==> src/rtl/core/mar_pkg.sv <==
`timescale 1ns / 1ps
`default_nettype none

package mar_pkg;

    localparam int DATA_WIDTH_DEF = 32;
    localparam int MAX_INNER_DEF  = 256;

    localparam int ELEM_W     = 32;
    localparam int RESULT_W   = 32;
    localparam int COL_W      = 8;
    localparam int OP_W       = 3;
    localparam int COUNT_W    = 16;
    localparam int INNER_CW   = 9;
    localparam int CFG_IDX_W  = 3;
    localparam int CFG_DATA_W = 16;

    localparam logic [CFG_IDX_W-1:0] REG_OP_SELECT    = 3'd0;
    localparam logic [CFG_IDX_W-1:0] REG_IS_SIGNED    = 3'd1;
    localparam logic [CFG_IDX_W-1:0] REG_OUTER_COUNT  = 3'd2;
    localparam logic [CFG_IDX_W-1:0] REG_REDUCE_COUNT = 3'd3;
    localparam logic [CFG_IDX_W-1:0] REG_INNER_COUNT  = 3'd4;

    localparam logic [OP_W-1:0] OP_SUM  = 3'd0;
    localparam logic [OP_W-1:0] OP_MAX  = 3'd1;
    localparam logic [OP_W-1:0] OP_MIN  = 3'd2;
    localparam logic [OP_W-1:0] OP_PROD = 3'd3;
    localparam logic [OP_W-1:0] OP_XOR  = 3'd4;
    localparam logic [OP_W-1:0] OP_OR   = 3'd5;
    localparam logic [OP_W-1:0] OP_AND  = 3'd6;

    typedef struct packed {
        logic first_row;
        logic last_row;
        logic last_beat;
    } seq_info_t;

endpackage

`default_nettype wire

==> src/rtl/core/mar_seq.sv <==
`timescale 1ns / 1ps
`default_nettype none

module mar_seq #(
    parameter int MAX_INNER = mar_pkg::MAX_INNER_DEF,
    localparam int IW = (MAX_INNER > 1) ? $clog2(MAX_INNER) : 1
) (
    input  wire logic                               aclk,
    input  wire logic                               aresetn,
    input  wire logic                               step,
    input  wire logic [mar_pkg::COUNT_W-1:0]        outer_count,
    input  wire logic [mar_pkg::COUNT_W-1:0]        reduce_count,
    input  wire logic [mar_pkg::INNER_CW-1:0]       inner_count,
    output logic      [IW-1:0]                      col,
    output logic      [mar_pkg::COL_W-1:0]          col_low,
    output mar_pkg::seq_info_t                      info
);

    localparam int CW = (IW + 1 > mar_pkg::INNER_CW + 1) ? IW + 1 : mar_pkg::INNER_CW + 1;

    logic [IW-1:0]               inner_reg, inner_next;
    logic [mar_pkg::COUNT_W-1:0] reduce_reg, reduce_next;
    logic [mar_pkg::COUNT_W-1:0] outer_reg, outer_next;

    logic [CW-1:0]                 n_inner;
    logic [mar_pkg::COUNT_W-1:0]   n_reduce, n_outer;
    logic [CW-1:0]                 inner_ext;
    logic                          last_inner, last_reduce, last_outer;

    always_comb begin
        n_inner = (inner_count == '0) ? CW'(1) : CW'(inner_count);
        if (n_inner > CW'(MAX_INNER)) begin
            n_inner = CW'(MAX_INNER);
        end
        n_reduce = (reduce_count == '0) ? mar_pkg::COUNT_W'(1) : reduce_count;
        n_outer  = (outer_count == '0) ? mar_pkg::COUNT_W'(1) : outer_count;

        inner_ext   = CW'(inner_reg);
        last_inner  = (inner_ext + CW'(1)) >= n_inner;
        last_reduce = ({1'b0, reduce_reg} + 17'd1) >= {1'b0, n_reduce};
        last_outer  = ({1'b0, outer_reg} + 17'd1) >= {1'b0, n_outer};

        inner_next  = inner_reg;
        reduce_next = reduce_reg;
        outer_next  = outer_reg;
        if (last_inner) begin
            inner_next = '0;
            if (last_reduce) begin
                reduce_next = '0;
                outer_next  = last_outer ? '0 : outer_reg + mar_pkg::COUNT_W'(1);
            end else begin
                reduce_next = reduce_reg + mar_pkg::COUNT_W'(1);
            end
        end else begin
            inner_next = inner_reg + IW'(1);
        end
    end

    always_ff @(posedge aclk) begin
        if (!aresetn) begin
            inner_reg  <= '0;
            reduce_reg <= '0;
            outer_reg  <= '0;
        end else if (step) begin
            inner_reg  <= inner_next;
            reduce_reg <= reduce_next;
            outer_reg  <= outer_next;
        end
    end

    assign col     = inner_reg;
    assign col_low = inner_ext[mar_pkg::COL_W-1:0];

    assign info.first_row = (reduce_reg == '0);
    assign info.last_row  = last_reduce;
    assign info.last_beat = last_reduce && last_inner && last_outer;

endmodule

`default_nettype wire

==> config.mk <==
export PLATFORM = sky130hd
export DESIGN_NAME = mar_seq
export DESIGN_NICKNAME = d
export VERILOG_FILES = /design/src/rtl/core/mar_pkg.sv /design/src/rtl/core/mar_seq.sv
export SDC_FILE = /design/constraint.sdc
export NUM_CORES = 1
export LEC_CHECK = 0
export ABC_CLOCK_PERIOD_IN_PS = 10600
export BUFFER_PORTS_ARGS = -buffer_cell sky130_fd_sc_hd__buf_2
export CAP_MARGIN = 20
export CORE_MARGIN = 2
export CORE_UTILIZATION = 58
export DETAILED_ROUTE_END_ITERATION = 8
export PLACE_DENSITY = 0.85
export SLEW_MARGIN = 20
export SYNTH_ARGS = -nofsm -noshare
export SYNTH_HDL_FRONTEND = slang
export SYNTH_SLANG_ARGS = --single-unit
==> constraint.sdc <==
create_clock -name aclk -period 10.6 [get_ports aclk]
set_input_delay 2.12 -clock aclk [delete_from_list [all_inputs] [get_ports aclk]]
set_output_delay 2.12 -clock aclk [all_outputs]
set_load 0.03 [all_outputs]
# Word-level counts from Yosys, hierarchy flattened
# Cells that the tools add are included.
# word_totals
word_cells	28
ff_bits	40
in_bits	44
output_inout_bits	19
# classes
reduce_logical	8
n_lt_le_gt_ge	4
n_addsub	6
n_mux	7
# ops
op	count
$mux W16	4
$logic_not A16 Y1	3
$add A16 B1 Y17 const B	2
$ge A17 B16 Y1	2
$add A16 B1 Y16 const B	2
$mux W9	2
$ge A9 B10 Y1	1
$add A8 B1 Y9 const B	1
$gt A9 B9 Y1 const B	1
$logic_not A9 Y1	1
$add A8 B1 Y8 const B	1
$mux W8	1
$reduce_and A3 Y1	1
$logic_and A1 B1 Y1	2
$reduce_and A2 Y1	1

# Longest topological paths before layout
# logic_depth
ltp_word	7
depth_mapped	15

# Worst setup path after synthesis
# Ideal clock, no wire load.
# synth_timing
path_type	input -> output
from	in outer_count[8] in the netlist's numbering
to	out info[0] in the netlist's numbering
arrival_time_ns	4.457
cell_stages	10
slack_ns	4.023
n_path_buf	1
path_cell_list	nor4_1 > a41o_1 > ha_1 > nor2b_1 > o21ai_0 > nand3_1 > a2111oi_2 > nor2_1 > buf_2 > nor3_1
# synth_lines
element	line_no	rtl
start: declaration	mar_seq.sv:11	input wire logic [mar_pkg::COUNT_W-1:0] outer_count,
end: declaration	mar_seq.sv:16	output mar_pkg::seq_info_t info

==> impl.org <==
** Status
- The flow ran to the end, and the final reports show no timing, DRC or antenna violations.

** Die
- The total area inside the core boundary comes to 5920 um^2.
- In this run the horizontal extent of the chip is 82.2 um.
- Number of ports placed on the die boundary :: 63
- The floorplan step defined a die boundary enclosing 6750 um^2.
- After floorplanning, the core was divided into 28 placement rows.
- Effective utilization at floorplan :: 59.9%
- DIE HEIGHT :: 82.2 um

** Drt
- Via Count :: 3,446
- Number of routed nets with antenna violations :: 0
- After detailed routing, the average wire length per cell comes to 14.0 um.
- The detailed router finished its first iteration with 161 violations.
- After detailed routing, the number of vias per cell comes to 5.94.
- After detailed routing, the number of remaining DRC violations is 0.
- Total wirelength of the detailed-routed design :: 8120 um
- The first detailed-routing pass ran for 4 iterations.

** Final layout
- The library cells used most frequently in the layout, excluding fill and tap cells, are sky130_fd_sc_hd__buf_2 (62), sky130_fd_sc_hd__nand2_1 (59), sky130_fd_sc_hd__a21oi_1 (46), sky130_fd_sc_hd__ha_1 (45), sky130_fd_sc_hd__dfxtp_1 (40).
- The finished layout holds 580 standard cells, fillers aside.
- Commonest non-fill, non-tap cell in the layout :: sky130_fd_sc_hd__buf_2
- The finished cells cover 3900 um^2.
- Area added between synthesis and finish :: 10.0%
- The number of antenna diodes in the final layout is 0.
- The net count of the finished layout is 593.
- In the final layout, the share of cells above drive strength 1 is 16.2%.

** Placed design
- Final RePlAce weighted congestion :: 0.897
- Post-placement cell area :: 3790 um^2
- DP HPWL :: 6230 um
- The count of buffers added on input and output ports is 62.
- Placed Instances :: 572

** CTS
- The clock drives 40 sinks.
- In this run the post-CTS setup repair buffer count came out at 0.
- Clock root buffer master :: sky130_fd_sc_hd__clkbuf_8
- TritonCTS built the clock tree.
- The H-tree was split into 2 levels.
- Post-CTS Hold Fix Bufs :: 0
- The clock passes through at most 2 buffers.
- For the worst-skew pair, the clock arrives at the later sink with an insertion delay of 290 ps.
- Once the clock tree was built, the resizer swapped 0 gates to a different size.
- In this run, CTS created clock tree buffers numbering 5.
- Register clock-pin slew on the reported worst setup and hold paths :: 70 ps

** Critical path
- The startpoint identified for the worst register-to-register timing path is col[0]$_SDFFE_PN0P_.
- Top fanout value on the critical path :: 15
- For the worst setup path, the data arrival time is 4450 ps.
- Worst Setup End Kind :: output pin
- Tracing the worst setup path back leads to its startpoint at outer_count[8].
- Data on the critical path is required at its endpoint by 8480 ps.
- STA classifies the critical path startpoint as an input pin.
- By startpoint and endpoint, the worst setup path is classified as input pin to output pin.

** STA
- Derived from the worst setup path, the maximum achievable clock frequency is 152 MHz.
- Shortest clock period the worst path allows after layout :: 6570 ps
- Fin. Hold Viols :: 0
- Rel. slew slack :: 31.1%
- Slew of the pin with the lowest slew margin :: 1030 ps
- Final setup TNS :: 0 ps
- In the finished design, the share of the clock period the worst path needs comes to 62.0%.
- RSZ-0062 raised after global routing :: no
- Across all hold checks on the routed design, the worst slack comes to 486 ps.
- The max-slew violation count came to 0.
- Setup skew after layout :: 6.37 ps
- Final setup violating endpoints :: 0

** Global route
- Entering global routing, the biggest net connects 34 pins.
- For this run, the total global-route usage over all layers was measured as 25.9%.
- The via count of the first global-routing pass was 3,293.
- Global-route wire length before repair :: 14,000 um
- Summed over all layers, the global routing overflow is 0.
- The initial antenna violation count was 0.

** Synthesis
- Synthesized instance count :: 461
- Area leader, netlist :: sky130_fd_sc_hd__dfxtp_1
- In this run, synthesis produced a sequential element count of 40.
- Yosys mapped the design onto 54 distinct sky130hd cell types.
- During synthesis, Yosys emitted a total of 0 warnings.
- Fraction of synthesized cell area taken by the top area cell type :: 22.6%
- Share of the yosys chip area belonging to registers :: 22.6%
- Sorting the synthesized cells by area gives the leading types as sky130_fd_sc_hd__dfxtp_1 (23%), sky130_fd_sc_hd__ha_1 (16%), sky130_fd_sc_hd__a21oi_1 (6.5%).
- Synth Area per Inst :: 7.69 um^2
- When the netlist entered floorplanning its net count stood at 550.
- In this run the cell area of the synthesized design comes to 3540 um^2.

** Pwr
- In this run switching power makes up 24.9% of total power.
- Design internal power :: 0.237 mW
- Total net switching power :: 0.0784 mW
- Power spread over the standard cell area amounts to 80.9 nW/um^2.
- Leakage component of the power :: 1.75 nW
- The clock network is responsible for 38.9% of the overall power.
- Registers are responsible for 48.2% of the overall power.
- The worst-case IR drop observed on VDD is 0.0000505 V.
- Combinational logic burns 12.9% of the power.

** Hold path
- Launch point of the worst hold path :: outer_reg[11]$_SDFFE_PN0P_
- Worst min-delay path category :: register to register

** Job
- The tool flagged a number of max-cap violations equal to 0.
-- per-layer routing --
metal	up-vias	share of wire [%]	track usage, %
li1	1725	-	-
met1	1642	45	31.6
met2	73	50	47.1
met3	6	4.4	4.02
met4	0	0.80	7.00
met5	-	0	0
-- layout make-up --
cell class / count / area (um^2)
flip-flops and latches: 40 / 801
repair buffers: 63 / 318
clock buffers: 6 / 72.6
multi-input cells: 356 / 2440
well taps: 75 / 93.8
inverters: 38 / 143
fillers: 523 / 2020
clock inverters: 2 / 35.0
-- path summary, 6_finish.rpt --
kind / to / slack [ps] / cells after the start
setup / recovery: info[0] / 4030 / 12
hold / removal: outer_reg[11]$_SDFFE_PN0P_ / 490 / 2
setup reg to reg: outer_reg[0]$_SDFFE_PN0P_ / 6600 / 11
hold reg to reg: outer_reg[11]$_SDFFE_PN0P_ / 490 / 2
-- cell usage after synthesis (all sizes together) --
master and count:
or3b 1, and3 7, clkbuf 9, o22ai 4
a211oi 3, a22o 1, nor3 11, nand3b 5
o21bai 1, a41o 2, nand2 59, o211ai 2
a311o 1, nor2 14, xnor2 26, nor4b 1
inv 37, o31ai 1, o32ai 5, ha 45
buf 18, nor2b 2, nand2b 5, o21a 5
xor2 8, dfxtp 40, clkinv 1, or2 1
a21boi 3, nor4 9, o221ai 1, and4 4
a21oi 47, or3 5, o21ai 12, nand3 37
a21o 3, o2111ai 2, nand4 16, mux2 1
a2111oi 2, and4b 1, and2 3
-- cell families after synthesis --
family                     Yosys count  synth area share (%)
xor gates and xnor gates            34                  8.40
and+or+nand+nor                    181                  26.9
muxes                                1                 0.318
adders and majority gates           45                  15.9
AOI/OAI and AO/OA                   95                  17.2
DFF                                 40                  22.6
buffers and inverters               65                  8.65
-- power by group through the flow --
stage	clock network (mW)	logic (mW)	registers (mW)
2_1_floorplan	0	0.0241	0.157
3_3_place_gp	0	0.0391	0.156
3_5_place_dp	0	0.0408	0.156
4_1_cts	0.125	0.0410	0.152
5_1_grt	0.132	0.0466	0.152
6_report	0.123	0.0408	0.152
-- per-stage QoR --
| step | power [mW] | worst slack [ps] | util, % |
|---|---|---|---|
| after floorplan | 0.181 | 4020 | - |
| after global placement | 0.195 | 4040 | 64.1 |
| after detailed placement | 0.196 | 3990 | 64.1 |
| after CTS | 0.318 | 3980 | 65.9 |
| after global routing | 0.331 | 3720 | 65.9 |
| final | 0.316 | 4030 | 65.9 |
-- critical path, cell delays in order --
cell                        delay, ps
sky130_fd_sc_hd__buf_2            100
sky130_fd_sc_hd__nor4_1           330
sky130_fd_sc_hd__a41o_1           220
sky130_fd_sc_hd__ha_1             120
sky130_fd_sc_hd__nor2b_1           40
sky130_fd_sc_hd__o21ai_0          150
sky130_fd_sc_hd__nand3_1          110
sky130_fd_sc_hd__a2111oi_2        520
sky130_fd_sc_hd__nor2_1           100
sky130_fd_sc_hd__buf_4            210
sky130_fd_sc_hd__nor3_1           200
sky130_fd_sc_hd__buf_2            230
No activity file was read; power rests on OpenSTA's default activity.
