### config.mk
export PLATFORM = sky130hd
export DESIGN_NAME = mar_alu
export DESIGN_NICKNAME = d
export VERILOG_FILES = /design/src/rtl/core/mar_pkg.sv /design/src/rtl/core/mar_alu.sv
export SDC_FILE = /design/constraint.sdc
export NUM_CORES = 1
export LEC_CHECK = 0
export ABC_AREA = 0
export BUFFER_PORTS_ARGS = -buffer_cell sky130_fd_sc_hd__buf_2
export CAP_MARGIN = 25
export CORE_UTILIZATION = 60
export DETAILED_ROUTE_END_ITERATION = 8
export PLACE_DENSITY = 0.9
export SLEW_MARGIN = 0
export SYNTH_ARGS = -nofsm -noshare
export SYNTH_HDL_FRONTEND = slang
export SYNTH_SLANG_ARGS = --single-unit
export TNS_END_PERCENT = 20
### constraint.sdc
create_clock -name vclk -period 12.5
set_input_delay 1.875 -clock vclk [all_inputs]
set_output_delay 1.875 -clock vclk [all_outputs]
set_load 0.02 [all_outputs]
### src/rtl/core/mar_pkg.sv
`timescale 1ns / 1ps
`default_nettype none

package mar_pkg;

    localparam int DATA_WIDTH_DEF = 32;
    localparam int MAX_INNER_DEF  = 256;

    localparam int ELEM_W     = 32;
    localparam int RESULT_W   = 32;
    localparam int COL_W      = 8;
    localparam int OP_W       = 3;
    localparam int COUNT_W    = 16;
    localparam int INNER_CW   = 9;
    localparam int CFG_IDX_W  = 3;
    localparam int CFG_DATA_W = 16;

    localparam logic [CFG_IDX_W-1:0] REG_OP_SELECT    = 3'd0;
    localparam logic [CFG_IDX_W-1:0] REG_IS_SIGNED    = 3'd1;
    localparam logic [CFG_IDX_W-1:0] REG_OUTER_COUNT  = 3'd2;
    localparam logic [CFG_IDX_W-1:0] REG_REDUCE_COUNT = 3'd3;
    localparam logic [CFG_IDX_W-1:0] REG_INNER_COUNT  = 3'd4;

    localparam logic [OP_W-1:0] OP_SUM  = 3'd0;
    localparam logic [OP_W-1:0] OP_MAX  = 3'd1;
    localparam logic [OP_W-1:0] OP_MIN  = 3'd2;
    localparam logic [OP_W-1:0] OP_PROD = 3'd3;
    localparam logic [OP_W-1:0] OP_XOR  = 3'd4;
    localparam logic [OP_W-1:0] OP_OR   = 3'd5;
    localparam logic [OP_W-1:0] OP_AND  = 3'd6;

    typedef struct packed {
        logic first_row;
        logic last_row;
        logic last_beat;
    } seq_info_t;

endpackage

`default_nettype wire

### src/rtl/core/mar_alu.sv
`timescale 1ns / 1ps
`default_nettype none

module mar_alu #(
    parameter int DATA_WIDTH = mar_pkg::DATA_WIDTH_DEF
) (
    input  wire logic [mar_pkg::OP_W-1:0] op_select,
    input  wire logic                     is_signed,
    input  wire logic                     first_row,
    input  wire logic [DATA_WIDTH-1:0]    acc,
    input  wire logic [DATA_WIDTH-1:0]    value,
    output logic      [DATA_WIDTH-1:0]    result
);

    logic [DATA_WIDTH-1:0] prod;
    logic [DATA_WIDTH-1:0] acc_key, val_key, flip;
    logic                  val_gt, acc_gt;

    // low half of the product only; wide words split into 32-bit partials
    generate
        if (DATA_WIDTH <= 32) begin : g_mul_narrow
            assign prod = acc * value;
        end else begin : g_mul_wide
            localparam int HW = DATA_WIDTH - 32;
            logic [63:0] p_ll;
            logic [HW-1:0] p_lh, p_hl;
            assign p_ll = {32'd0, acc[31:0]} * {32'd0, value[31:0]};
            assign p_lh = HW'(acc[31:0] * value[DATA_WIDTH-1:32]);
            assign p_hl = HW'(acc[DATA_WIDTH-1:32] * value[31:0]);
            assign prod = DATA_WIDTH'(p_ll) + {p_lh + p_hl, 32'd0};
        end
    endgenerate

    always_comb begin
        flip    = {is_signed, {(DATA_WIDTH-1){1'b0}}};
        acc_key = acc ^ flip;
        val_key = value ^ flip;
        val_gt  = val_key > acc_key;
        acc_gt  = acc_key > val_key;

        case (op_select)
            mar_pkg::OP_MAX:  result = val_gt ? value : acc;
            mar_pkg::OP_MIN:  result = acc_gt ? value : acc;
            mar_pkg::OP_PROD: result = prod;
            mar_pkg::OP_XOR:  result = acc ^ value;
            mar_pkg::OP_OR:   result = acc | value;
            mar_pkg::OP_AND:  result = acc & value;
            default:          result = acc + value;
        endcase

        if (first_row) begin
            result = value;
        end
    end

endmodule

`default_nettype wire

======== After elaboration in Yosys (flattened, before gate mapping) ========
Index checks and enable logic that the tools add are counted.
word-level totals
  flip-flop bits (word level) ............. 0
  input port bits ......................... 69
operators by class
  add/sub/neg operators ................... 1
  multipliers ............................. 1
  order comparisons ....................... 2
  equality and inequality tests ........... 6
  multiplexer cells ....................... 4
  bitwise logic cells ..................... 5
operators by type and width
  operator                                              count
  one-hot mux 32 bit (6 select lines)                   1
  2-to-1 mux 32 bit                                     3
  XOR 32 bit                                            3
  > comparator 32 bit                                   2
  adder 32 bit                                          1
  bitwise AND 32 bit                                    1
  multiplier 32 x 32 -> 32 bit                          1
  OR 32 bit                                             1
  equality test 3 bit (second input constant)           3
  equality test 3 x 2 -> 1 bit (second input constant)  2
  equality test 3 x 1 -> 1 bit (second input constant)  1

======== Depth between registers and ports, before layout ========
Gate-level depths: netlist of run 1.
  depth after elaboration ................. 5
  mapped depth ............................ 30
  mapped depth without buffers ............ 27

======== Worst setup path after synthesis of run 1 ========
Ideal clock, no wire load.
  path kind ............................... input port to output port
  start point ............................. in value[2]
  end point ............................... out result[24]
  arrival time ............................ 8948 ps
  data required time ...................... 10625 ps
  setup slack ............................. 1677 ps
  stages on the path ...................... 27
  buffers on the path ..................... 3
  cell sequence ........................... clkbuf_1 -> inv_1 -> buf_1 -> nor2_1 -> fa_1 -> inv_1 -> fa_1 -> fa_1 -> fa_1 -> inv_1 -> fa_1 -> inv_1 -> fa_1 -> inv_1 -> fa_1 -> fa_1 -> ha_1 -> clkbuf_1 -> a21o_1 -> a21oi_1 -> o21ai_0 -> a21o_1 -> a311o_1 -> a21oi_1 -> xnor2_1 -> a221oi_1 -> a221oi_1
on the way
  word-level cells in the longest chain between the ends .. 5
  elaborated cells on any way between the ends .. 9
  those cells by class .................... add/sub: 1; mul: 1; order compare: 2; mux: 4; bitwise: 1
ends and longest elaborated chain
  item                                                                  RTL line       source
  from (decl)                                                           mar_alu.sv:11  input wire logic [DATA_WIDTH-1:0] value,
  branches (longest 3 deep; another with multiplier 32 x 32 -> 32 bit)  -
  one-hot mux 32 bit (6 select lines) (*)                               mar_alu.sv:41  case (op_select)
  2-to-1 mux 32 bit (*)                                                 mar_alu.sv:51  if (first_row) begin
  to (decl)                                                             mar_alu.sv:12  output logic [DATA_WIDTH-1:0] result
Every way passes the cells marked *.

======== Worst setup path in the final report of run 1 ========
  start point ............................. in value[3]
  end point ............................... out result[27]
Same word-level chain as after synthesis.

==> results of run 1 <==
synth_stat cells (all sizes together), types with 37 or more instances:
master / count / area [µm²]
inv: 460 / 1730
fa: 409 / 8190
nor2: 384 / 1450
nand2: 279 / 1050
ha: 218 / 2730
clkbuf: 120 / 454
a21oi: 98 / 494
xnor2: 80 / 701
o21ai: 76 / 380
mux2i: 61 / 611
buf: 38 / 173
o22ai: 37 / 231
area by class of cell:
cell class | instances | area, µm² | area share (%)
diodes | 1 | 2.50 | 0.0117
inverters | 472 | 1770 | 8.26
multi-input cells | 1939 | 18100 | 84.5
well taps | 448 | 561 | 2.61
repair buffers | 161 | 980 | 4.57
critical path, delay by kind of cell:
kind	cells	cell delay [ps]
adders and majority gates	9	3940
and+or+nand+nor	5	1450
buffers and inverters	6	1400
AOI/OAI and AO/OA	4	1270
xor gates and xnor gates	1	200
cells by family (layout without fill, tap and decap cells):
kind of cell               count (synthesis)  after routing  share of synthesized area, %
and+or+nand+nor                          762            762                          15.1
buffers and inverters                    630            633                          11.7
AOI/OAI and AO/OA                        383            383                          12.4
adders and majority gates                628            628                          53.3
other                                      0              1                             0
xor gates and xnor gates                 103            103                          4.40
muxes                                     63             63                          3.09
cell usage in the layout (no fill, tap or decap), types with 7 or more instances in the layout:
master and instances:
clkinv_1 12, o221ai_1 17, o21ai_0 58, a21o_1 24, buf_2 101, o211ai_1 8
nor4_1 7, o21ai_1 18, a211oi_1 8, a221oi_1 24, a21boi_0 7, xnor2_1 80
nand2b_1 8, o22ai_1 37, a31oi_1 17, ha_1 218, xor2_1 23, nand2_1 279
mux2i_1 61, nor2_1 383, o21bai_1 9, nor3_1 23, a21oi_1 97, o21a_1 11
nor2b_1 12, buf_4 58, fa_1 409, nand3_1 15, inv_1 454
stage by stage:
stage,cells,hold WS (ps),instance area (µm²),setup WS (ps)
after detailed placement,3020,4230,21400,800
after floorplan,2569,3940,20500,1680
after global placement,3018,4220,21400,938
after CTS,3020,4230,21400,792
after global routing,3020,4270,21400,388
final,3021,4250,21400,481
final timing paths:
check	end	depth (start not counted)
hold / removal	result[2]	4
setup / recovery	result[27]	25
layer usage:
layer,up-vias,wire length [µm],track usage (%)
li1,8051,-,-
met1,9513,28900,59.7
met2,1673,35000,72.5
met3,462,12000,14.8
met4,2,7550,34.9
met5,-,14,0
==> results.ini, run 1 <==
[yosys]
ys_types=75
syn_avg_cell_area_um2=7.98
synth_area_mm2=0.0205
synth_nets=3265
yosys_warnings=0
seq_area_frac_synth_pct=0
synthCells=2569

[worst_setup_path]
crit_path_max_fanout=15
start_kind=primary input
slowest_stage=nor4_1
critPathLaunch=value[3]
crit_path_max_incr_delay_ps=760
cp_common_cell=fa_1
setup.worst_path.class=in -> out
critical_path_arrival_ps=10140
endpoint_kind=primary output
critPathRequiredTime_ps=10620

[final_layout]
utilization_pct=63.8
drive_above_1_share_pct=7.12
clkbuf_count=0
nFillCells=2863
nFlopsAndLatches=0
num-nets-final=3270
synthToLayoutAreaGrowth_pct=4.52
register_area_um2=0

[sta]
hold_viol_final=0
period_share_pct=96.2
period_needed_ps=12020
rsz0062_at_grt=false
setup-tns-final_ps=0
max_freq_mhz=83.2
tightest_slew_ps=1090
drv_slew=0
max_slew_margin_pct=27.4
setup_viol=0

[floorplan]
dieWidth_um=187
initial_core_util_pct=61.0
die_area_mm2=0.0349
core-area_mm2=0.0336
rows=67
die_h_um=187
ios=101

[routing]
dr.first_iter.drc_count=2454
routed_wl_mm=83.4
wl_per_cell_um=27.6
vias=19701
antenna_left=0
avgViaCountPerCell=6.52
drc_errors=12
firstDrtPassIters=9

[global_route]
grt_usage_pct=48.5
grt_pass1_wl_mm=125
grt_antenna_before_repair=1
grt-ovfl-total=0
grt_pass1_vias=20796
grt_max_degree=59

[status]
outcome=finished, violations left
violations=DRC

[placed_design]
port_buffers=101
hpwlAfterDp_mm=64.5
routabilityCongestion=1.06

[min_path]
hp-class=in -> out
hp-start=value[2]

[cts]
post_cts_buffers=0
cts_resized=0
ctsHoldBuffers=0

[flow_run]
max-cap-violations=0

==> run 2, diff against run 1 <==
Settings changed: CORE_UTILIZATION 60 to 59, PLACE_DENSITY 0.9 to 0.89.
==> results.ini, run 2 (synthesis gave the netlist of run 1 again) <==
[floorplan]
die_h_um=188  ; +0.83%
die_area_mm2=0.0355  ; +1.7%
rows=67  ; unchanged
core-area_mm2=0.0339  ; +0.75%
dieWidth_um=188  ; +0.83%
ios=101  ; unchanged
initial_core_util_pct=60.6  ; -0.45 points

[routing]
dr.first_iter.drc_count=2462  ; +0.33%
avgViaCountPerCell=6.48  ; -0.71%
firstDrtPassIters=8  ; -1
antenna_left=0  ; unchanged
routed_wl_mm=82.3  ; -1.3%
drc_errors=0  ; -12
wl_per_cell_um=27.3  ; -1.2%
vias=19542  ; -0.81%

[worst_setup_path]
worstPathCellList=buf_2 > clkinv_1 > nor2_1 > fa_1 > fa_1 > fa_1 > inv_1 > fa_1 > inv_1 > fa_1 > ha_1 > fa_1 > fa_1 > ha_1 > or3_1 > a2111oi_0 > a21o_1 > o221ai_1 > nor4_1 > nor3_1 > xnor2_1 > nor2_1 > o32a_1 > buf_2
start_kind=primary input
slowest_stage=clkinv_1
crit_path_max_incr_delay_ps=740  ; -20 ps
critical_path_arrival_ps=10030  ; -110 ps
cp_common_cell=fa_1
crit_path_max_fanout=13  ; -2
endpoint_kind=primary output
critPathRequiredTime_ps=10620  ; about the same
setup.worst_path.class=in -> out

[sta]
rsz0062_at_grt=false
setup-tns-final_ps=0  ; unchanged
max_slew_margin_pct=22.7  ; -4.8 points
tightest_slew_ps=1160  ; +73.9 ps
max_freq_mhz=84.0  ; +0.99%
drv_slew=0  ; unchanged
period_share_pct=95.2  ; -0.94 points
period_needed_ps=11900  ; -118 ps
hold_viol_final=0  ; unchanged
final.setup.worst_slack_ps=599  ; +118 ps
worst_hold_slack_ps=4240  ; -10.4 ps
setup_viol=0  ; unchanged

[placed_design]
hpwlAfterDp_mm=63.9  ; -0.99%
preCtsSetupSlack_ps=912  ; +113 ps
port_buffers=101  ; unchanged
routabilityCongestion=1.07  ; +1.2%

[final_layout]
drive_above_1_share_pct=7.01  ; -0.11 points
register_area_um2=0  ; unchanged
final_common_cell=inv_1
synthToLayoutAreaGrowth_pct=4.37
nFillCells=2953  ; +3.1%
clkbuf_count=0  ; unchanged
mostFrequentLayoutCells=454 x inv_1, 409 x fa_1, 383 x nor2_1, 279 x nand2_1, 218 x ha_1
nFlopsAndLatches=0  ; unchanged
multi_input_area_mm2=0.0181  ; unchanged
num-nets-final=3267  ; -0.092%

[global_route]
grt_pass1_wl_mm=125  ; -0.69%
grt_max_degree=59  ; unchanged
grt_pass1_vias=20562  ; -1.1%
grt-ovfl-total=0  ; unchanged
grt_antenna_before_repair=0  ; -1
grt_usage_pct=47.5  ; -1.0 points

[cts]
ctsHoldBuffers=0  ; unchanged
cts_resized=0  ; unchanged
post_cts_buffers=0  ; unchanged

[status]
outcome=completed

[min_path]
min_delay_path_depth=4  ; unchanged
hp-class=in -> out

[flow_run]
max-cap-violations=0  ; unchanged

-- run 2: changes by cell type in the layout (fill, tap and decap cells not counted) --
| cell | previous run | this run |
|---|---|---|
| buf_16 | 1 | 0 |
| buf_4 | 58 | 55 |
| buf_12 | 0 | 1 |
-- run 2: through the flow --
stage	cell area (µm²)	std cells	util [%]
after floorplan	20500	2569	-
final	21400	3018	63.2
after CTS	21400	3017	63.2
after global placement	21400	3016	63.2
after detailed placement	21400	3017	63.2
after global routing	21400	3017	63.2
-- run 2: per-layer routing --
layer	vias up	routed length, µm	GRT usage [%]
li1	8043	-	-
met1	9450	28700	57.9
met2	1577	34400	70.8
met3	472	11500	15.1
met4	0	7650	34.6
met5	-	0	0
-- run 2: critical path, delay by kind of cell --
family                     cells  cell delay, ps
adders and majority gates      9            3830
buffers and inverters          5            1290
xor gates and xnor gates       1             180
and+or+nand+nor                5            1540
AOI/OAI and AO/OA              4            1290
-- run 2: final cells by class --
cell class | instances | share of cell area [%]
diodes | 1 | 0.0117
well taps | 448 | 2.62
multi-input cells | 1939 | 84.7
inverters | 472 | 8.28
repair buffers | 158 | 4.44
-- run 2: path summary, 6_finish.rpt --
path	from	end	slack (ps)
max	value[11]	result[27]	600
min	value[2]	result[2]	4240
Power of run 2 is left out: the tool's default activity adds up to more than one toggle a clock period on the data nets, which glitch-free logic cannot reach.
